==> src/hdl/window_mean_threshold_mask_unit_macros.svh <==
// assertion macros shared by the mask unit modules
// no dependencies; included by the files that carry checks
`ifndef WINDOW_MEAN_THRESHOLD_MASK_UNIT_MACROS_SVH
`define WINDOW_MEAN_THRESHOLD_MASK_UNIT_MACROS_SVH

// property must hold at every clock edge outside reset
`define WMT_ASSERT(lbl, clk, rst_n, prop, msg) \
  lbl: assert property (@(posedge clk) disable iff (!rst_n) (prop)) else $error(msg);

// condition must never be seen at a clock edge outside reset
`define WMT_NEVER(lbl, clk, rst_n, cond, msg) \
  lbl: assert property (@(posedge clk) disable iff (!rst_n) !(cond)) else $error(msg);

`endif

==> src/hdl/wmt_pkg.sv <==
// shared types and constants of the window mean threshold mask unit
// no dependencies
package wmt_pkg;

  localparam int unsigned MAX_WIDTH_DEF = 1024;
  localparam int unsigned JOB_DEPTH_DEF = 8;
  localparam int unsigned WIN           = 3;
  localparam int unsigned ROW_LIMIT     = 1024;
  localparam int unsigned ROW_W         = 10;
  localparam int unsigned PIX_W         = 8;
  localparam int unsigned CFG_DATA_W    = 11;
  localparam int unsigned CFG_IDX_W     = 2;
  localparam int unsigned COLSUM_W      = 10;
  localparam int unsigned SUM_W         = 12;
  localparam int unsigned N_RES         = WIN * WIN;
  localparam int unsigned RES_IDX_W     = 4;

  localparam logic [PIX_W-1:0]      THRESH_RST = 8'd100;
  localparam logic [PIX_W-1:0]      HIGH_RST   = 8'd255;
  localparam logic [CFG_DATA_W-1:0] WIDTH_RST  = 11'd640;
  localparam logic [CFG_DATA_W-1:0] HEIGHT_RST = 11'd480;

  typedef enum logic [CFG_IDX_W-1:0] {
    CFG_MEAN_THRESHOLD = 2'd0,
    CFG_HIGH_VALUE     = 2'd1,
    CFG_FRAME_WIDTH    = 2'd2,
    CFG_FRAME_HEIGHT   = 2'd3
  } cfg_idx_e;

  typedef struct packed {
    logic [PIX_W-1:0] grey_pixel;
    logic             frame_start;
  } wmt_in_t;

  typedef struct packed {
    logic [PIX_W-1:0] mask_pixel;
    logic             burst_last;
    logic             frame_last;
  } wmt_out_t;

  typedef struct packed {
    logic [PIX_W-1:0]      mean_threshold;
    logic [PIX_W-1:0]      high_value;
    logic [CFG_DATA_W-1:0] frame_width;
    logic [CFG_DATA_W-1:0] frame_height;
  } wmt_cfg_t;

  // one pixel's worth of results, in emission order
  typedef struct packed {
    logic [N_RES-1:0]     dark;
    logic [RES_IDX_W-1:0] last_idx;
    logic                 frame_end;
  } wmt_job_t;

endpackage

==> src/hdl/wmt_back.sv <==
// back end: walks each queued job one result per cycle, unless stalled, into the output register
// depends on wmt_pkg and the assertion macro header
`include "window_mean_threshold_mask_unit_macros.svh"

module wmt_back import wmt_pkg::*; (
  input  logic             clk_i,
  input  logic             rst_ni,
  input  logic [PIX_W-1:0] high_value_i,
  input  wmt_job_t         head_i,
  input  logic             empty_i,
  output logic             pop_o,
  input  logic             out_stall_i,
  output logic             out_valid_o,
  output wmt_out_t         out_data_o
);

  logic [RES_IDX_W-1:0] idx_q, idx_d;
  logic                 out_v_q, out_v_d;
  wmt_out_t             out_q;
  logic                 out_free, take, is_last;

  assign out_free = !out_v_q || !out_stall_i;
  assign take     = out_free && !empty_i;
  assign is_last  = (idx_q == head_i.last_idx);
  assign pop_o    = take && is_last;

  always_comb begin
    idx_d   = idx_q;
    out_v_d = out_v_q;
    if (out_free) begin
      out_v_d = !empty_i;
    end
    if (take) begin
      idx_d = is_last ? '0 : idx_q + 1'b1;
    end
  end

  always_ff @(posedge clk_i or negedge rst_ni) begin
    if (!rst_ni) begin
      idx_q   <= '0;
      out_v_q <= 1'b0;
    end else begin
      idx_q   <= idx_d;
      out_v_q <= out_v_d;
    end
  end

  always_ff @(posedge clk_i) begin
    if (take) begin
      out_q.mask_pixel <= head_i.dark[idx_q] ? high_value_i : '0;
      out_q.burst_last <= is_last;
      out_q.frame_last <= is_last && head_i.frame_end;
    end
  end

  assign out_valid_o = out_v_q;
  assign out_data_o  = out_q;

  `WMT_ASSERT(a_frame_end_closes_burst, clk_i, rst_ni, out_v_q && out_q.frame_last |-> out_q.burst_last, "frame end without burst end")
  `WMT_ASSERT(a_idx_in_job, clk_i, rst_ni, !empty_i |-> idx_q <= head_i.last_idx, "result index past end of job")

endmodule

==> config.mk <==
export PLATFORM = sky130hd
export DESIGN_NAME = wmt_back
export DESIGN_NICKNAME = d
export VERILOG_FILES = /design/src/hdl/wmt_pkg.sv /design/src/hdl/wmt_back.sv
export VERILOG_INCLUDE_DIRS = /design/src /design/src/hdl
export SDC_FILE = /design/constraint.sdc
export NUM_CORES = 1
export LEC_CHECK = 0
export ABC_AREA = 1
export BUFFER_PORTS_ARGS = -buffer_cell sky130_fd_sc_hd__buf_2
export CORE_MARGIN = 10
export CORE_UTILIZATION = 48
export CTS_CLUSTER_SIZE = 8
export DETAILED_ROUTE_END_ITERATION = 16
export PLACE_DENSITY = 0.82
export REMOVE_ABC_BUFFERS = 1
export SLEW_MARGIN = 40
export SYNTH_ARGS = -nofsm -noshare
export SYNTH_HDL_FRONTEND = slang
export SYNTH_SLANG_ARGS = --single-unit
==> constraint.sdc <==
create_clock -name clk_i -period 1.9 [get_ports clk_i]
set_input_delay 0.38 -clock clk_i [delete_from_list [all_inputs] [get_ports clk_i]]
set_output_delay 0.38 -clock clk_i [all_outputs]
set_load 0.01 [all_outputs]
---- Word level (Yosys, flattened, before mapping) ----
Cells that the tools add are included.
cells by class
  add/sub/neg operators ................... 1
  equality and inequality tests ........... 1
  mux-type cells .......................... 3
  reduce and logical (&&, ||, !) cells .... 7
  $lt $le $gt $ge ......................... 1
operators with widths
  cell                                                                   count
  4-bit by 5-bit < comparator with 1-bit output (second input constant)  1
  4-bit by 1-bit adder with 4-bit output (second input constant)         1
  1-bit binary-select mux with 4-bit select                              1
  4-bit == test                                                          1
  4-bit 2-to-1 mux                                                       1
  1-bit logical AND                                                      3
  1-bit logical NOT                                                      3
  1-bit logical OR                                                       1
  1-bit 2-to-1 mux                                                       1
storage, ports and cells
  word-level logic and storage cells ...... 18
  register bits ........................... 15
  output and inout port bits .............. 12

---- Longest topological paths before layout ----
Gate-level depths: netlist of the first run.
  word-level depth ........................ 4
  gate-level depth with buffers ........... 7
  gate-level depth less buffers ........... 7

---- Worst setup path before layout of the first run ----
No wires, ideal clock.
  kind .................................... reg-to-output
  start point ............................. reg idx_q[0]
  end point ............................... out pop_o
  cell stages (with the launch flop) ...... 6
  path buffers ............................ 1
  setup slack ............................. 0.513 ns
  data arrival time ....................... 1.007 ns
  required time ........................... 1.520 ns
  path through ............................ dfrtp_1 buf_6 xor2_1 nor2_1 nand2_2 nor2_1
between the ends
  word-level cells in the longest chain between the ends .. 2
RTL lines
  what                    line            RTL
  start, declared         wmt_back.sv:17  logic [RES_IDX_W-1:0] idx_q, idx_d;
  start signal, assigned  wmt_back.sv:43  idx_q <= idx_d;
  4-bit == test           wmt_back.sv:24  assign is_last = (idx_q == head_i.last_idx);
  1-bit logical AND       wmt_back.sv:25  assign pop_o = take && is_last;
  end, declared           wmt_back.sv:11  output logic pop_o,
Every way passes these cells.

---- Worst setup path in the final report of the first run ----
Same ends and word-level chain as after synthesis.

==> results.yml, run 1 <==
cts:
  clk_latency_ns: 0.27
  cts_max_level: 1
  cts_buffers: 3
  cts.sinks: 15
  cts_buffer_depth: 2
  clk_pin_slew_ns: 0.08
  cts_setup_buffers: 0
  clockRootBuffer: "clkbuf_4"
  cts_tree: "yes"
worst_setup_path:
  critPathMostFrequentCell: "nor2_1"
  crit_type: "flop to output port"
  r2r.worst_path.cells: 6
  cpPeakStageDelay_ns: 0.49
  worstSetupEndpointType: "output port"
  worstPathMaxFanout: 9
  crit_arrival_ns: 1.39
  crit_buf_inv: 1
  path_delay_family: "flip-flops"
  r2r-start: "idx_q[0]"
  startpoint_type: "flop"
  r2r_slack_ns: 0.57
  worstPathRequired_ns: 1.52
  slowest_stage: "dfrtp_2"
  r2r-end: "out_data_o[3]"
  crit_chain: "xor2_1 > nor2_1 > nand2_2 > nor2_1 > buf_2"
floorplan:
  die_h_um: 61.4
  die_width_um: 61.4
  num_io_pins: 38
  rows: 14
  coreArea_mm2: 0.00156
  start_util_pct: 52.8
  fp.dieArea_mm2: 0.00377
placed_design:
  dpl_worst_slack_ns: 0.366
  dp_hpwl_mm: 1.53
  placed_area_mm2: 0.00101
  gp_congestion: 0.873
  io_buffers: 37
logic_synthesis:
  synth_area_um2: 823
  synth_cells: 91
  synthTopCellsByCount: "inv_1, nand2_1, edfxtp_1"
  netlist_top_cells_area: "edfxtp_1, dfrtp_1, inv_1"
  ys.flop_type: "edfxtp_1"
  synth_seq_cells: 15
  syn_avg_cell_area_um2: 9.05
  ys_types: 18
  ys_seq_area_share_pct: 51.7
  yosysMostFrequentCell: "inv_1"
  synth-async-reset-ratio_pct: 33.3
  yosys_warnings: 0
  synth_edf_count: 10
  synth_top_area_share_pct: 36.5
  yosysTopAreaCell: "edfxtp_1"
timing:
  tns_ns: 0
  hold_viol: 0
  max_freq_mhz: 565
  period_share_pct: 93.2
  slew-limit-headroom_pct: 77.3
  setup_viol: 0
  skew_ns: 0.00255
  period_needed_ns: 1.77
  drv_slew: 0
  setup_slack_ns: 0.130
  tightest_slew_ns: 0.340
  hold-worst-slack_ns: 0.278
  grt_setup_unrepaired: "false"
grt:
  grt_pass1_vias: 716
  grt_usage_pct: 10.0
  antenna_found_initial: 0
  grt_max_degree: 14
  grt_remaining_overflow: 0
  grt_pass1_wl_mm: 2.93
status:
  status: "finished, final reports clean"
worst_hold_path:
  min-delay-start: "empty_i"
  hold_path_depth: 2
  hold_end: "out_valid_o"
  hold_class: "input port to flop"
detailed_routing:
  drt-total-wl_mm: 1.81
  wire_per_inst_um: 12.2
  vias_per_cell: 4.70
  dr.pass1.iters: 4
  drt_iter0_markers: 12
  drcViolationCount: 0
  vias: 695
  detail-route-antenna-nets: 0
cells_and_area:
  num_antenna_cells: 0
  final_area_mm2: 0.00105
  syn_to_final_growth_pct: 27.8
  post_route_cells_drive_above_1_share_pct: 36.4
  final_util_pct: 67.5
  layout.nets: 160
power_and_ir_drop:
  ir_drop_mv: 0.624
  power.density_mw_per_mm2: 1110
  p_leak_nw: 0.579
job:
  drv_cap: 0
## routing by layer
layer | share of wire (%) | GRT usage (%) | up-vias
li1 | - | - | 365
met3 | 8.4 | 3.29 | 2
met4 | 0.50 | 2.87 | 0
met1 | 40 | 10.9 | 304
met5 | 0 | 0 | -
met2 | 51 | 18.0 | 24
## how the worst max path moves through the flow
stage                  start     to  slack [ns]  cells after the start
floorplan           idx_q[0]  pop_o        0.50                      4
global placement    idx_q[0]  pop_o        0.41                      5
detailed placement  idx_q[0]  pop_o        0.37                      5
CTS                 idx_q[0]  pop_o        0.06                      5
global route        idx_q[2]  pop_o        0.02                      5
finish              idx_q[0]  pop_o        0.13                      5
## report_power, final
part | leakage [nW] | internal (mW) | total [mW] | switching, mW
clock | 0.0150 | 0.0811 | 0.168 | 0.0873
combinational | 0.408 | 0.195 | 0.459 | 0.265
sequential | 0.156 | 0.456 | 0.543 | 0.0874
## stage by stage
step / power [mW] / std cells
after floorplan: 0.867 / 89
after global placement: 0.990 / 143
after CTS: 1.19 / 148
after global routing: 1.28 / 148
after detailed placement: 1.01 / 143
final: 1.17 / 148
## worst reg2reg max path: cells and delay by family, from the launching register on
| kind | cells | cell delay [ns] |
|---|---|---|
| flip-flops | 1 | 0.48 |
| buffers and inverters | 1 | 0.07 |
| AO/OA/AOI/OAI | 1 | 0.08 |
| AND/OR/NAND/NOR | 4 | 0.45 |
## cell type report
type	instances	area, um2
clock buffer	4	26.3
fill	137	507
inverter	24	92.6
multi-input combinational	50	283
sequential	15	428
tap	16	20.0
timing repair buffer	39	203
## flip-flops by register name (all words and copies together) (netlist names)
signal	flops
idx_q	4
out_valid_o	1
out_data_o	10
## repair_timing
action	in CTS	in global routing
endpoints found under the setup margin	0	1
hold endpoints to repair	5	0
hold buffers	1	0
resized for setup	0	2
## kinds of logic after synthesis
family	after synthesis	synth area share, %
adder cells (fa/ha/maj)	1	1.52
AND/OR/NAND/NOR	31	19.2
flip-flops	15	51.7
buffers and inverters	26	14.0
XOR/XNOR	6	6.38
AO/OA/AOI/OAI	12	7.29
## cell usage in the layout (no fill, tap or decap), types with 2 or more instances in the layout
master	synthesis	final
nand3_1	6	6
nand2_1	11	11
clkbuf_4	0	3
nor2_1	8	8
edfxtp_1	10	10
inv_1	23	23
buf_2	0	37
a21oi_1	8	8
o21ai_0	3	3
dfrtp_1	5	3
xor2_1	6	6
dfrtp_2	0	2
nand3_2	2	2
(Power assumes the default switching activity.)
==> inputs of run 2 (changes only) <==
--- a/config.mk
+++ b/config.mk
@@ -12,6 +12,7 @@
 export CORE_UTILIZATION = 48
 export CTS_CLUSTER_SIZE = 8
 export DETAILED_ROUTE_END_ITERATION = 16
+export GPL_TIMING_DRIVEN = 0
 export PLACE_DENSITY = 0.82
 export REMOVE_ABC_BUFFERS = 1
 export SLEW_MARGIN = 40
==> run 2 against run 1 <==
Compared with the run above: fmax is 0.86% lower; clock-buffer cell count is 1 lower; sequential cell count stayed put; worst hold slack worse by 0.014 ns; via count is 1.2% lower; die area stayed put; power is 3.0% higher; core utilization is 0.080 points higher; combinational power is 5.9% higher; critical path type unchanged.
==> results.yml, run 2 (synthesized netlist as in run 1, its figures left out) <==
detailed_routing:
  drcViolationCount: 0
  drt-total-wl_mm: 1.89
  vias: 687
  drt_iter0_markers: 14
  dr.pass1.iters: 4
  detail-route-antenna-nets: 0
  wire_per_inst_um: 12.8
  vias_per_cell: 4.64
worst_setup_path:
  path_delay_family: "flip-flops"
  crit_type: "flop to output port"
  worstPathRequired_ns: 1.52
  crit_buf_inv: 1
  crit_chain: "xor2_1 > nor2_1 > nand2_2 > nor2_1 > buf_2"
  critPathMostFrequentCell: "nor2_1"
  crit_start: "idx_q[0]"
  worstSetupEndpointType: "output port"
  r2r-start: "out_valid_o"
  startpoint_type: "flop"
  slowest_stage: "dfrtp_2"
  crit_arrival_ns: 1.41
  cpPeakStageDelay_ns: 0.50
  worstPathMaxFanout: 9
cts:
  clockRootBuffer: "clkbuf_4"
  clk_latency_ns: 0.28
  cts_buffers: 3
  cts_tree: "yes"
  clk_pin_slew_ns: 0.09
  cts_buffer_depth: 2
  cts.sinks: 15
  cts_max_level: 1
power_and_ir_drop:
  power.density_mw_per_mm2: 1140
  p_sw_share_pct: 38.6
  power.switching_uw: 465
  clkPwrFrac_pct: 15.0
  ir_drop_mv: 0.666
  p_leak_nw: 0.582
  internal-power_uw: 740
  p_seq_share_pct: 44.7
  p_comb_share_pct: 40.3
timing:
  tns_ns: 0
  hold_viol: 0
  period_needed_ns: 1.79
  setup_viol: 0
  tightest_slew_ns: 0.485
  hold-worst-slack_ns: 0.263
  drv_slew: 0
  skew_ns: 0.00193
  max_freq_mhz: 560
  period_share_pct: 94.0
  grt_setup_unrepaired: "false"
  slew-limit-headroom_pct: 67.6
grt:
  grt_busiest_layer: "met2"
  met1_usage_pct: 10.5
  grt_max_degree: 16
  antenna_found_initial: 0
  met2_usage_pct: 17.3
  globalRouteMet3Util_pct: 3.29
  grt_usage_pct: 9.72
  grt_pass1_vias: 662
  grt_remaining_overflow: 0
  grt_pass1_wl_mm: 2.82
cells_and_area:
  stdcell_count: 148
  syn_to_final_growth_pct: 28.0
  layout_common_cells: "buf_2, inv_1, nand2_1, edfxtp_1"
  largest_reg_flops: 10
  fill_cells: 129
  final_common_cell: "buf_2"
  num_antenna_cells: 0
  layout.nets: 160
  post_route_cells_drive_above_1_share_pct: 37.1
placed_design:
  gp_congestion: 0.821
  io_buffers: 37
  dp_hpwl_mm: 1.54
  dpl.cell_count: 142
floorplan:
  fp.dieArea_mm2: 0.00377
  rows: 14
  coreArea_mm2: 0.00156
  start_util_pct: 52.8
  num_io_pins: 38
  die_h_um: 61.4
  die_width_um: 61.4
job:
  drv_cap: 0
worst_hold_path:
  hold_class: "input port to flop"
  min-delay-start: "empty_i"
status:
  status: "finished, final reports clean"
==> run 2: area by class of cell <==
class / instances / area, um2 / area share, %
sequential: 15 / 428 / 40.6
multi-input combinational: 50 / 283 / 26.8
timing repair buffer: 39 / 203 / 19.2
inverter: 24 / 92.6 / 8.79
clock buffer: 3 / 22.5 / 2.14
tap: 16 / 20.0 / 1.90
clock inverter: 1 / 5.00 / 0.475
==> run 2: power groups by stage <==
stage                     sequential [mW]  combinational, mW  clock (mW)
final                               0.538              0.486       0.181
after floorplan                     0.551              0.316           0
after global placement              0.542              0.440           0
after global routing                0.551              0.542       0.194
after detailed placement            0.548              0.466           0
after CTS                           0.540              0.470       0.182
==> run 2: worst paths after layout <==
| path | endpoint | slack (ns) | depth (start not counted) |
|---|---|---|---|
| hold reg to reg | out_valid_o | 0.51 | 2 |
| max in group asynchronous | idx_q[0] | 1.33 | 2 |
| setup / recovery | pop_o | 0.11 | 5 |
| setup reg to reg | idx_q[2] | 0.42 | 7 |
| min in group asynchronous | out_valid_o | 0.42 | 2 |
| hold / removal | out_valid_o | 0.26 | 2 |
==> run 2: worst reg2reg max path, cell delays in order, from the launching register on <==
cell and delay (ns):
dfrtp_1 0.39, nand2_1 0.08, nand2_1 0.11, inv_1 0.39, nand2_1 0.12, xor2_1 0.16
o21ai_1 0.07, inv_1 0.05
==> run 2: layer usage <==
layer | part of all wire [%] | up-vias
met4 | 0.53 | 0
met1 | 41 | 298
met5 | 0 | -
met2 | 51 | 22
met3 | 6.7 | 2
li1 | - | 365
==> run 2: through the flow <==
step                cell area [um2]  power (mW)  utilization (%)  setup slack (ns)
global route                   1050        1.29             67.6           0.00265
global placement               1010       0.982             64.5             0.363
floorplan                       801       0.867                -             0.505
CTS                            1040        1.19             66.9            0.0456
finish                         1050        1.21             67.6             0.114
detailed placement             1010        1.01             64.5             0.314
==> run 2: repair_timing <==
item,4_1_cts,5_1_grt
setup endpoints to repair,0,1
resized for setup,0,2
hold endpoints to repair,5,0
setup buffers,0,1
hold buffers,1,0
