`config.mk`:
```
export PLATFORM = sky130hd
export DESIGN_NAME = wmt_job_fifo
export DESIGN_NICKNAME = d
export VERILOG_FILES = /design/src/hdl/wmt_pkg.sv /design/src/hdl/wmt_job_fifo.sv
export VERILOG_INCLUDE_DIRS = /design/src /design/src/hdl
export SDC_FILE = /design/constraint.sdc
export NUM_CORES = 1
export LEC_CHECK = 0
export ABC_CLOCK_PERIOD_IN_PS = 5800
export BUFFER_PORTS_ARGS = -buffer_cell sky130_fd_sc_hd__buf_4
export CELL_PAD_IN_SITES_DETAIL_PLACEMENT = 0
export CELL_PAD_IN_SITES_GLOBAL_PLACEMENT = 1
export CORE_MARGIN = 2
export CORE_UTILIZATION = 45
export DETAILED_ROUTE_END_ITERATION = 12
export HOLD_SLACK_MARGIN = 0.15
export PLACE_DENSITY = 0.71
export REMOVE_ABC_BUFFERS = 1
export SYNTH_ARGS = -nofsm -noshare
export SYNTH_HDL_FRONTEND = slang
export SYNTH_SLANG_ARGS = --single-unit
```
`constraint.sdc`:
```
create_clock -name clk_i -period 5.8 [get_ports clk_i]
set_input_delay 1.16 -clock clk_i [delete_from_list [all_inputs] [get_ports clk_i]]
set_output_delay 1.16 -clock clk_i [all_outputs]
set_load 0.05 [all_outputs]
```
`src/hdl/window_mean_threshold_mask_unit_macros.svh`:
```
// assertion macros shared by the mask unit modules
// no dependencies; included by the files that carry checks
`ifndef WINDOW_MEAN_THRESHOLD_MASK_UNIT_MACROS_SVH
`define WINDOW_MEAN_THRESHOLD_MASK_UNIT_MACROS_SVH

// property must hold at every clock edge outside reset
`define WMT_ASSERT(lbl, clk, rst_n, prop, msg) \
  lbl: assert property (@(posedge clk) disable iff (!rst_n) (prop)) else $error(msg);

// condition must never be seen at a clock edge outside reset
`define WMT_NEVER(lbl, clk, rst_n, cond, msg) \
  lbl: assert property (@(posedge clk) disable iff (!rst_n) !(cond)) else $error(msg);

`endif

```
`src/hdl/wmt_pkg.sv`:
```
// shared types and constants of the window mean threshold mask unit
// no dependencies
package wmt_pkg;

  localparam int unsigned MAX_WIDTH_DEF = 1024;
  localparam int unsigned JOB_DEPTH_DEF = 8;
  localparam int unsigned WIN           = 3;
  localparam int unsigned ROW_LIMIT     = 1024;
  localparam int unsigned ROW_W         = 10;
  localparam int unsigned PIX_W         = 8;
  localparam int unsigned CFG_DATA_W    = 11;
  localparam int unsigned CFG_IDX_W     = 2;
  localparam int unsigned COLSUM_W      = 10;
  localparam int unsigned SUM_W         = 12;
  localparam int unsigned N_RES         = WIN * WIN;
  localparam int unsigned RES_IDX_W     = 4;

  localparam logic [PIX_W-1:0]      THRESH_RST = 8'd100;
  localparam logic [PIX_W-1:0]      HIGH_RST   = 8'd255;
  localparam logic [CFG_DATA_W-1:0] WIDTH_RST  = 11'd640;
  localparam logic [CFG_DATA_W-1:0] HEIGHT_RST = 11'd480;

  typedef enum logic [CFG_IDX_W-1:0] {
    CFG_MEAN_THRESHOLD = 2'd0,
    CFG_HIGH_VALUE     = 2'd1,
    CFG_FRAME_WIDTH    = 2'd2,
    CFG_FRAME_HEIGHT   = 2'd3
  } cfg_idx_e;

  typedef struct packed {
    logic [PIX_W-1:0] grey_pixel;
    logic             frame_start;
  } wmt_in_t;

  typedef struct packed {
    logic [PIX_W-1:0] mask_pixel;
    logic             burst_last;
    logic             frame_last;
  } wmt_out_t;

  typedef struct packed {
    logic [PIX_W-1:0]      mean_threshold;
    logic [PIX_W-1:0]      high_value;
    logic [CFG_DATA_W-1:0] frame_width;
    logic [CFG_DATA_W-1:0] frame_height;
  } wmt_cfg_t;

  // one pixel's worth of results, in emission order
  typedef struct packed {
    logic [N_RES-1:0]     dark;
    logic [RES_IDX_W-1:0] last_idx;
    logic                 frame_end;
  } wmt_job_t;

endpackage

```
`src/hdl/wmt_job_fifo.sv`:
```
// job queue between the classifying front end and the result sequencer
// depends on wmt_pkg and the assertion macro header
`include "window_mean_threshold_mask_unit_macros.svh"

module wmt_job_fifo import wmt_pkg::*; #(
  parameter int unsigned DEPTH = JOB_DEPTH_DEF,
  localparam int unsigned PTR_W = (DEPTH > 1) ? $clog2(DEPTH) : 1,
  localparam int unsigned CNT_W = $clog2(DEPTH + 1)
) (
  input  logic             clk_i,
  input  logic             rst_ni,
  input  logic             push_i,
  input  wmt_job_t         job_i,
  input  logic             pop_i,
  output wmt_job_t         head_o,
  output logic             empty_o,
  output logic [CNT_W-1:0] count_o
);

  wmt_job_t         mem_q [DEPTH];
  logic [PTR_W-1:0] wr_ptr_q, wr_ptr_d, rd_ptr_q, rd_ptr_d;
  logic [CNT_W-1:0] count_q, count_d;

  always_comb begin
    wr_ptr_d = wr_ptr_q;
    rd_ptr_d = rd_ptr_q;
    count_d  = count_q;
    if (push_i) begin
      wr_ptr_d = (wr_ptr_q == PTR_W'(DEPTH - 1)) ? '0 : wr_ptr_q + 1'b1;
    end
    if (pop_i) begin
      rd_ptr_d = (rd_ptr_q == PTR_W'(DEPTH - 1)) ? '0 : rd_ptr_q + 1'b1;
    end
    if (push_i && !pop_i) begin
      count_d = count_q + 1'b1;
    end else if (pop_i && !push_i) begin
      count_d = count_q - 1'b1;
    end
  end

  always_ff @(posedge clk_i or negedge rst_ni) begin
    if (!rst_ni) begin
      wr_ptr_q <= '0;
      rd_ptr_q <= '0;
      count_q  <= '0;
    end else begin
      wr_ptr_q <= wr_ptr_d;
      rd_ptr_q <= rd_ptr_d;
      count_q  <= count_d;
    end
  end

  always_ff @(posedge clk_i) begin
    if (push_i) begin
      mem_q[wr_ptr_q] <= job_i;
    end
  end

  assign head_o  = mem_q[rd_ptr_q];
  assign empty_o = (count_q == '0);
  assign count_o = count_q;

  `WMT_NEVER(a_no_overflow, clk_i, rst_ni, push_i && !pop_i && (count_q == CNT_W'(DEPTH)), "job queue overflow")
  `WMT_NEVER(a_no_underflow, clk_i, rst_ni, pop_i && (count_q == '0), "job queue underflow")

endmodule

```
# --- Word level (Yosys, flattened, before mapping) ---
# Memories as Yosys holds them, arrays and structs flattened.
# Cells that the tools add are included.
totals:
  regBits: 10
  ram_bits: 112
  input_bits: 18
  mem_count: 1
classes:
  n_addsub: 4
  n_eq_ne: 2
  muxes: 6
  n_reduce_logical: 6
memory_table:
  columns: ["memory", "words", "width", "read_ports", "rd_clocked_by_memory_dff", "write_ports", "line_no", "source"]
  rows:
  - ["mem_q", 8, 14, 1, 0, 1, "wmt_job_fifo.sv:20", "wmt_job_t mem_q [DEPTH];"]
ops:
  columns: ["op", "n"]
  rows:
  - ["two-way mux 4 bit", 2]
  - ["adder 3 x 1 -> 3 bit (second input constant)", 2]
  - ["equality test 3 bit (second input constant)", 2]
  - ["two-way mux 3 bit", 2]
  - ["adder 4 x 1 -> 4 bit (second input constant)", 1]
  - ["zero test 4 bit", 1]
  - ["subtractor 4 x 1 -> 4 bit (second input constant)", 1]
  - ["logical AND 1 bit", 2]
  - ["zero test 1 bit", 2]
  - ["two-way mux 1 bit", 2]
  - ["nonzero test 2 bit", 1]

# --- Depth between registers and ports, before layout ---
# Gate-level depths: netlist of run 1.
depth:
  word_depth: 4
  ltp_mapped: 7
  mapped_depth_nobuf: 7

# --- Least setup slack after synthesis of run 1 ---
# Ideal clock, no wire load.
synth_path:
  path_kind: "register to output"
  from: "register count_q[0], in the netlist count_o[0]"
  to: "output port empty_o"
  t_arrival_ns: 2.230
  required_time_ns: 4.640
  path_slack_ns: 2.410
  stages_incl_launch_ff: 2
  n_path_buf: 0
  cell_sequence: "dfrtp_1 nor4_1"
synth_via:
  elab_chain_cells: 1
synth_rtl:
  columns: ["item", "line_no", "source"]
  rows:
  - ["start, declared", "wmt_job_fifo.sv:22", "logic [CNT_W-1:0] count_q, count_d;"]
  - ["start signal, assigned", "wmt_job_fifo.sv:49", "count_q <= count_d;"]
  - ["zero test 4 bit", "wmt_job_fifo.sv:60", "assign empty_o = (count_q == '0);"]
  - ["end, declared", "wmt_job_fifo.sv:16", "output logic empty_o,"]
# Every way passes these cells.

==> reports/metrics.cfg, run 1 <==
[cts]
cts.sinks=122
cts_tree=done
cts_buffer_depth=2
ctsResizeCount=0
cts_hold_buf=0
cts_setup_buffers=0
insertion_delay_ns=0.51
cts-root-buf=clkbuf_8
cts.clk_slew.worst_paths_ns=0.05
cts-htree-levels=4
cts_buffers=17

[sta]
max_slew_margin_pct=32.15
fmax_ghz=0.2630
clock_skew_ns=0.008441
finalCritPeriodShare_pct=65.57
final-hold-violation-count=0
tns_ns=0
slew_violations=0
timing.final.crit_period_ns=3.803
rsz0062_at_grt=false
worst_pin_slew_ns=1.017
setup_viol_count_final=0

[worst_setup_path]
crit_required_ns=4.64
crit_type=reg -> out
path_common_cell=buf_4
cp.arrival_ns=2.64
r2r_end=mem_q[6][9]
startpoint_type=register
r2r.worst_path.cells=2
cp_cell_sequence=buf_4, mux4_1, mux2_2, buf_4
r2r_slack_ns=3.90
r2r_start=wr_ptr_q[0]
end_kind=output port
crit_fanout=23
max_stage_delay_ns=0.61
cp_slowest_cell=mux4_1

[floorplanning]
fp.dieW_um=108.9
rows=38
coreArea_mm2=0.01079
die_h_um=108.9
die_area_mm2=0.01185
initial_core_util_pct=45.86
io_pins=37

[min_path]
hold_class=in -> async

[finish]
final_design_area_no_fill_mm2=0.005987
drive_above_1_share_pct=32.64
diodes=0
fin_nets=301
area_growth_pct=20.96
fill_cells=803

[yosys]
yosysWarnings=0
ys_seq_area_share_pct=73.00
yosys.area.top_type_share_pct=67.95
yosysTopAreaCell=edfxtp_1
ys_seq_elements=122
syn-instance-count=227
yosys.cell_types.count=26
avgSynthCellArea_um2=21.81
ys_top_cells_by_area=edfxtp_1 (68%), mux4_1 (14%), dfrtp_1 (5.1%)
synth_area_mm2=0.004950

[placed_design]
gp_congestion=0.6551
dpl_cell_area_mm2=0.005388
numPortBuffers=36
dp_hpwl_mm=4.844

[grt]
grt_pass1_wl_mm=13.46
antenna_found_initial=0
grt_usage_pct=16.26
grt_pass1_vias=2382
gr-total-overflow=0
grt_max_degree=31

[power]
leakagePower_uw=0.002103
p_per_area_mw_per_mm2=572.3
ir_drop_uv=299.6

[drt]
drc_errors=0
via_per_inst=5.421
ant_nets=0
routedWlPerCell_um=19.59
routed_wl_mm=8.383
dr.pass1.iters=4
drt_first_iter_violations=110
dr_total_vias=2320

[outcome]
outcome=complete, no violations

[flow_run]
maxCapViolations=0

[worst max-delay path: cells and delay by family, from the launching register on]
family   cells  cell delay (ns)
mux          2             0.91
buf+inv      2             0.63
flops        1             0.57
[layout by cell type (no fill, tap or decap), drive strengths merged]
cell and instances:
inv 4, mux4 28, buf 38, or3 1, clkbuf 20, o21ai 3
fa 1, nand2 5, nor4 1, nor2 8, o211ai 2, or4 1
nand3 2, mux2i 1, ha 7, clkinv 5, xnor2 2, a21oi 2
mux2 19, a2111o 1, nor3 3, bufinv 4, nand3b 3, dfrtp 10
nand2b 2, edfxtp 112, clkinvlp 3
[logic make-up after synthesis]
group / after synthesis / synth area share, %
flip-flops: 122 / 73.00
multiplexers: 48 / 19.31
AND/OR/NAND/NOR: 26 / 2.604
buffers and inverters: 13 / 1.516
AO/OA/AOI/OAI: 8 / 1.036
adder cells (fa/ha/maj): 8 / 2.174
XOR/XNOR: 2 / 0.3540
[sequential cells by signal, summed over array words and instances (netlist names)]
| name | cells |
|---|---|
| rd_ptr_q | 3 |
| wr_ptr_q | 3 |
| count_o | 4 |
| mem_q | 112 |
[cell usage after synthesis]
master and number:
a2111o_1 1, a21oi_1 2, buf_2 3, buf_6 3, clkbuf_1 3, dfrtp_1 10, edfxtp_1 112, fa_1 1
ha_1 7, inv_1 4, mux2_2 19, mux2i_1 1, mux4_1 27, mux4_2 1, nand2_1 5, nand2b_1 2
nand3_1 2, nand3b_1 3, nor2_1 8, nor3_1 3, nor4_1 1, o211ai_1 2, o21ai_0 3, or3_1 1
or4_1 1, xnor2_1 2
[worst max-delay path by stage]
stage | start | to | slack [ns]
after global routing | rd_ptr_q[0] | head_o[4] | 1.89
after CTS | rd_ptr_q[0] | head_o[4] | 1.96
after detailed placement | rd_ptr_q[0] | head_o[1] | 2.53
after global placement | rd_ptr_q[0] | head_o[6] | 2.54
after floorplan | count_o[0] | empty_o | 2.41
final | rd_ptr_q[0] | head_o[4] | 2.00
[area by class of cell]
class	count	area, um2	share of cell area (%)
inverter	4	15.01	0.2508
tap	140	175.2	2.926
clock buffer	20	425.4	7.106
sequential	122	3613	60.36
multi-input combinational	92	1299	21.69
timing repair buffer	38	285.3	4.765
clock inverter	12	173.9	2.905
[metal layers]
layer | part of all wire, % | up-vias | global-route usage, %
met1 | 44 | 1205 | 21.44
met4 | 0.87 | 0 | 5.769
li1 | - | 1064 | -
met5 | 0 | - | 0
met3 | 3.4 | 5 | 5.380
met2 | 52 | 46 | 25.47
[metrics by stage]
step / setup WS [ns] / hold WS [ns] / power (uW) / util, % / instances
after global placement: 2.542 / 0.5265 / 2396 / 49.92 / 396
after floorplan: 2.410 / 0.5236 / 2055 / - / 218
after global routing: 1.895 / 0.4496 / 3593 / 55.47 / 428
after CTS: 1.962 / 0.4593 / 3464 / 55.47 / 428
final: 1.997 / 0.4786 / 3427 / 55.47 / 428
after detailed placement: 2.533 / 0.5311 / 2410 / 49.92 / 396
[power by group]
group | switching [uW] | internal (uW) | total [uW]
registers | 104 | 1120 | 1220
clock network | 355 | 695 | 1050
logic | 692 | 464 | 1160
Power figures use the tool's default switching activity.
==> run 2: changes to the inputs <==
- ABC_CLOCK_PERIOD_IN_PS: 5800 -> 3700
- clock period: 5.8 -> 3.7 ns (I/O delays scaled with it)
==> run 2 against run 1 <==
Net effect: final cell count rose by 1.4%; flip-flop and latch count unchanged; worst hold slack worse by 0.035 ns; register-to-register slack lost 2.2 ns.
==> reports/metrics.cfg, run 2 (synthesized netlist as in run 1, its figures left out) <==
[outcome]
outcome=complete, no violations

[power]
power_frac_seq_pct=36.2  ; +0.6 points
leakagePower_uw=0.002132  ; +1.4%
power.internal_uw=3492  ; +53%
ir_drop_uv=403.0  ; +34%
p_switching_uw=1790  ; +55%
p_comb_share_pct=34.7  ; +1.0 points
p_sw_share_pct=33.90  ; +0.29 points
p_per_area_mw_per_mm2=883.4  ; +54%
totalPowerFinal_uw=5282  ; +54%
power_frac_clock_pct=29.1  ; -1.5 points

[floorplanning]
io_pins=37  ; unchanged
initial_core_util_pct=45.86  ; unchanged
fp.dieW_um=108.9  ; unchanged
rows=38  ; unchanged
die_area_mm2=0.01185  ; unchanged
die_h_um=108.9  ; unchanged
coreArea_mm2=0.01079  ; unchanged

[placed_design]
gp_congestion=0.7425  ; +13%
numPortBuffers=36  ; unchanged
dp_hpwl_mm=5.280  ; +9.0%

[sta]
finalCritPeriodShare_pct=85.39
rsz0062_at_grt=false
fmax_ghz=0.3165
max_slew_margin_pct=39.26  ; +7.1 points
slew_violations=0  ; unchanged
timing.final.crit_period_ns=3.159
clock_skew_ns=0.005320  ; -0.003121 ns
tns_ns=0  ; unchanged
final-hold-violation-count=0  ; unchanged
setup_viol_count_final=0  ; unchanged
worst_pin_slew_ns=0.9111  ; -0.1055 ns

[drt]
via_per_inst=5.433  ; +0.23%
routed_wl_mm=8.745  ; +4.3%
ant_nets=0  ; unchanged
routedWlPerCell_um=20.15  ; +2.9%
dr_total_vias=2358  ; +1.6%
drt_first_iter_violations=135  ; +23%
dr.pass1.iters=4  ; unchanged
drc_errors=0  ; unchanged

[finish]
largest-register=mem_q
area_growth_pct=20.80
drive_above_1_share_pct=31.29  ; -1.3 points
diodes=0  ; unchanged
largest_reg_flops=112  ; unchanged
final_cell_mix=edfxtp_1 (112), buf_4 (45), mux4_1 (27)
mostFrequentLayoutCell=edfxtp_1
fin_nets=309  ; +2.7%

[min_path]
hold_class=in -> reg

[cts]
cts.sinks=122  ; unchanged
cts.clk_slew.worst_paths_ns=0.06  ; about the same
cts_tree=done
cts_buffers=17  ; unchanged
insertion_delay_ns=0.51  ; about the same
cts_setup_buffers=0  ; unchanged
cts-root-buf=clkbuf_8
cts-htree-levels=4  ; unchanged
cts_buffer_depth=2  ; unchanged

[grt]
grt_pass1_vias=2445  ; +2.6%
grt_usage_pct=16.54  ; +0.28 points
grt_pass1_wl_mm=13.54  ; +0.56%
grt_max_degree=32  ; +3.2%
gr-total-overflow=0  ; unchanged
antenna_found_initial=0  ; unchanged

[worst_setup_path]
end_kind=output port
cp_cell_sequence=buf_4, mux4_1, mux2_2, buf_4
cp_slowest_cell=mux4_1
crit_fanout=31  ; +35%
path_common_cell=buf_4
startpoint_type=register
cp.arrival_ns=2.42  ; -0.22 ns
crit_required_ns=2.96  ; -1.68 ns
max_stage_delay_ns=0.65  ; +0.04 ns
crit_type=reg -> out

[flow_run]
maxCapViolations=0  ; unchanged

[run 2: layer usage]
layer | GRT usage, % | vias up | wire length [um] | share of wire [%]
li1 | - | 1069 | - | -
met5 | 0 | - | 0 | 0
met4 | 6.319 | 0 | 106 | 1.2
met1 | 19.34 | 1240 | 3620 | 41
met2 | 28.26 | 39 | 4713 | 54
met3 | 5.559 | 10 | 305 | 3.5
[run 2: what timing repair did]
| item | in CTS | in global routing |
|---|---|---|
| hold buffers | 1 | 0 |
| setup endpoints to repair | 0 | 0 |
| endpoints found under the hold margin | 10 | 0 |
| gates resized for setup | 0 | 0 |
[run 2: per-stage QoR]
stage | cells | worst slack, ns | hold WS [ns] | cell area (um2) | util (%)
finish | 434 | 0.5406 | 0.4435 | 5979 | 55.40
global route | 434 | 0.4239 | 0.4371 | 5979 | 55.40
CTS | 434 | 0.4813 | 0.4255 | 5979 | 55.40
detailed placement | 403 | 1.040 | 0.5769 | 5419 | 50.21
global placement | 403 | 1.097 | 0.5300 | 5419 | 50.21
floorplan | 218 | 0.7299 | 0.4444 | 4890 | -
[run 2: power by group through the flow]
stage	combinational (uW)	sequential, uW	clock (uW)
4_1_cts	1860	1920	1570
3_5_place_dp	1860	1940	0
5_1_grt	1970	1940	1640
6_report	1830	1910	1540
2_1_floorplan	1200	2030	0
3_3_place_gp	1840	1930	0
[run 2: path summary, 6_finish.rpt]
path,to,cells after the start,startpoint,slack (ns)
worst min register to register,count_o[2],2,count_o[2],0.58
min in group asynchronous,count_o[0],2,rst_ni,0.59
max in group asynchronous,wr_ptr_q[1],2,rst_ni,2.97
worst max-delay path,head_o[8],4,rd_ptr_q[0],0.54
worst max register to register,mem_q[3][9],3,wr_ptr_q[0],1.73
worst min-delay path,rd_ptr_q[1],2,pop_i,0.44
[run 2: layout make-up]
class,count,area (um2)
fill,837,4813
sequential,122,3613
multi-input combinational,92,1277
clock buffer,18,417.9
timing repair buffer,46,347.8
tap,140,175.2
clock inverter,12,132.6
inverter,4,15.01
[run 2: worst max-delay path: cells and delay by family, from the launching register on]
| family | cells | cell delay, ns |
|---|---|---|
| flip-flops | 1 | 0.33 |
| multiplexers | 2 | 0.94 |
| buffers and inverters | 2 | 0.62 |
==> run 3: changes to the inputs <==
- BUFFER_PORTS_ARGS: -buffer_cell sky130_fd_sc_hd__buf_4 -> -buffer_cell sky130_fd_sc_hd__buf_2
==> run 3 against run 2 <==
Net effect: maximum frequency is 0.51% higher; via count is 0.13% lower; register-to-register slack improved by 0.11 ns; critical endpoint is now head_o[12]; clock skew grew 0.0052 ns; sequential power about the same; flip-flop and latch count did not move.
==> reports/metrics.cfg, run 3 (synthesized netlist as in run 1, its figures left out) <==
[grt]
grt_pass1_vias=2372  ; -3.0%
grt_usage_pct=15.93  ; -0.61 points
grt_max_degree=32  ; unchanged
gr-total-overflow=0  ; unchanged
grt_pass1_wl_mm=13.07  ; -3.5%
antenna_found_initial=0  ; unchanged

[worst_setup_path]
end_kind=output port
crit_required_ns=2.96  ; about the same
r2r_end=mem_q[2][12]
startpoint_type=register
cp_slowest_cell=mux4_1
crit_type=reg -> out
cp.arrival_ns=2.40  ; -0.02 ns
max_stage_delay_ns=0.64  ; about the same
cp_cell_sequence=buf_4, mux4_1, mux2_2, buf_2
crit_fanout=31  ; unchanged
r2r_slack_ns=1.84  ; +0.11 ns
r2r_start=wr_ptr_q[0]
r2r.worst_path.cells=3  ; unchanged

[finish]
fin_nets=310  ; +0.32%
final_cell_mix=edfxtp_1 (112), buf_2 (36), mux4_1 (27)
drive_above_1_share_pct=31.76  ; +0.46 points
area_growth_pct=18.60
largest_reg_flops=112  ; unchanged
mostFrequentLayoutCell=edfxtp_1
largest-register=mem_q
diodes=0  ; unchanged
final_cells=436  ; +0.46%

[placed_design]
dp_cells=404  ; +0.25%
gp_congestion=0.7248  ; -2.4%
dpl_worst_slack_ns=1.073  ; +0.03347 ns
dp_hpwl_mm=5.050  ; -4.4%
numPortBuffers=36  ; unchanged

[floorplanning]
coreArea_mm2=0.01079  ; unchanged
rows=38  ; unchanged
die_area_mm2=0.01185  ; unchanged
io_pins=37  ; unchanged
initial_core_util_pct=45.86  ; unchanged
fp.dieW_um=108.9  ; unchanged
die_h_um=108.9  ; unchanged

[sta]
finalCritPeriodShare_pct=84.95  ; -0.44 points
timing.final.crit_period_ns=3.143  ; -0.01616 ns
holdWs_ns=0.4918  ; +0.04833 ns
max_slew_margin_pct=42.55  ; +3.3 points
clock_skew_ns=0.01056  ; +0.005239 ns
final-hold-violation-count=0  ; unchanged
fmax_ghz=0.3181  ; +0.51%
setup_viol_count_final=0  ; unchanged
worst_pin_slew_ns=0.8618  ; -0.04930 ns
fin_ws_ns=0.5568  ; +0.01616 ns
rsz0062_at_grt=false
slew_violations=0  ; unchanged
tns_ns=0  ; unchanged

[power]
totalPowerFinal_uw=5091  ; -3.6%
p_per_area_mw_per_mm2=867.2  ; -1.8%
ir_drop_uv=506.1  ; +26%
leakagePower_uw=0.002099  ; -1.6%

[drt]
dr.pass1.iters=4  ; unchanged
via_per_inst=5.401  ; -0.59%
routedWlPerCell_um=19.63  ; -2.6%
ant_nets=0  ; unchanged
drc_errors=0  ; unchanged
dr_total_vias=2355  ; -0.13%
drt_first_iter_violations=118  ; -13%
routed_wl_mm=8.559  ; -2.1%

[min_path]
min_path_cells=2  ; unchanged
hold_class=in -> reg
hold_path_end=rd_ptr_q[1]
min_from=pop_i

[flow_run]
maxCapViolations=0  ; unchanged

[cts]
cts.sinks=122  ; unchanged
cts_setup_buffers=0  ; unchanged
insertion_delay_ns=0.51  ; about the same
cts.clk_slew.worst_paths_ns=0.05  ; about the same
cts-root-buf=clkbuf_8
cts_buffers=17  ; unchanged
cts_buffer_depth=2  ; unchanged
cts-htree-levels=4  ; unchanged
cts_tree=done

[outcome]
outcome=complete, no violations

run 3: cell count changes in the layout (fill, tap and decap cells not counted), sizes merged:
cell / change
bufinv: -1
clkbuf: +2
buf: +1
run 3: worst max-delay path: cells and delay by family (launching register included):
kind | cells | cell delay, ns
flip-flops | 1 | 0.32
buffers and inverters | 2 | 0.64
multiplexers | 2 | 0.91
run 3: per-layer routing:
metal / vias up / wire length (um) / global-route usage [%]
met4: 0 / 95 / 7.143
li1: 1076 / - / -
met1: 1231 / 3780 / 19.75
met3: 7 / 236 / 5.021
met2: 41 / 4445 / 25.73
met5: - / 0 / 0
run 3: cell type report:
class | count | area, um2
Sequential cell | 122 | 3613
Fill cell | 834 | 4922
Timing Repair Buffer | 47 | 265.3
Clock inverter | 11 | 105.1
Clock buffer | 20 | 425.4
Inverter | 4 | 15.01
Multi-Input combinational cell | 92 | 1271
Tap cell | 140 | 175.2
run 3: report_power, final:
group	internal [uW]	switching, uW
logic	647	1080
clock network	939	532
registers	1750	149
run 3: what timing repair did:
item | in CTS | in global routing
gates resized for setup | 0 | 0
endpoints found under the hold margin | 10 | 0
hold buffers | 1 | 0
setup endpoints to repair | 0 | 0
run 3: through the flow:
stage	util, %	cell area, um2
floorplan	-	4890
global placement	49.39	5330
detailed placement	49.39	5330
CTS	54.39	5871
global route	54.39	5871
finish	54.39	5871
run 3: how the worst max path moves through the flow:
stage,cells past startpoint,startpoint,end
after floorplan,1,count_o[0],empty_o
final,4,rd_ptr_q[0],head_o[12]
after CTS,4,rd_ptr_q[0],head_o[12]
after detailed placement,4,rd_ptr_q[0],head_o[12]
after global routing,4,rd_ptr_q[0],head_o[12]
after global placement,4,rd_ptr_q[0],head_o[12]
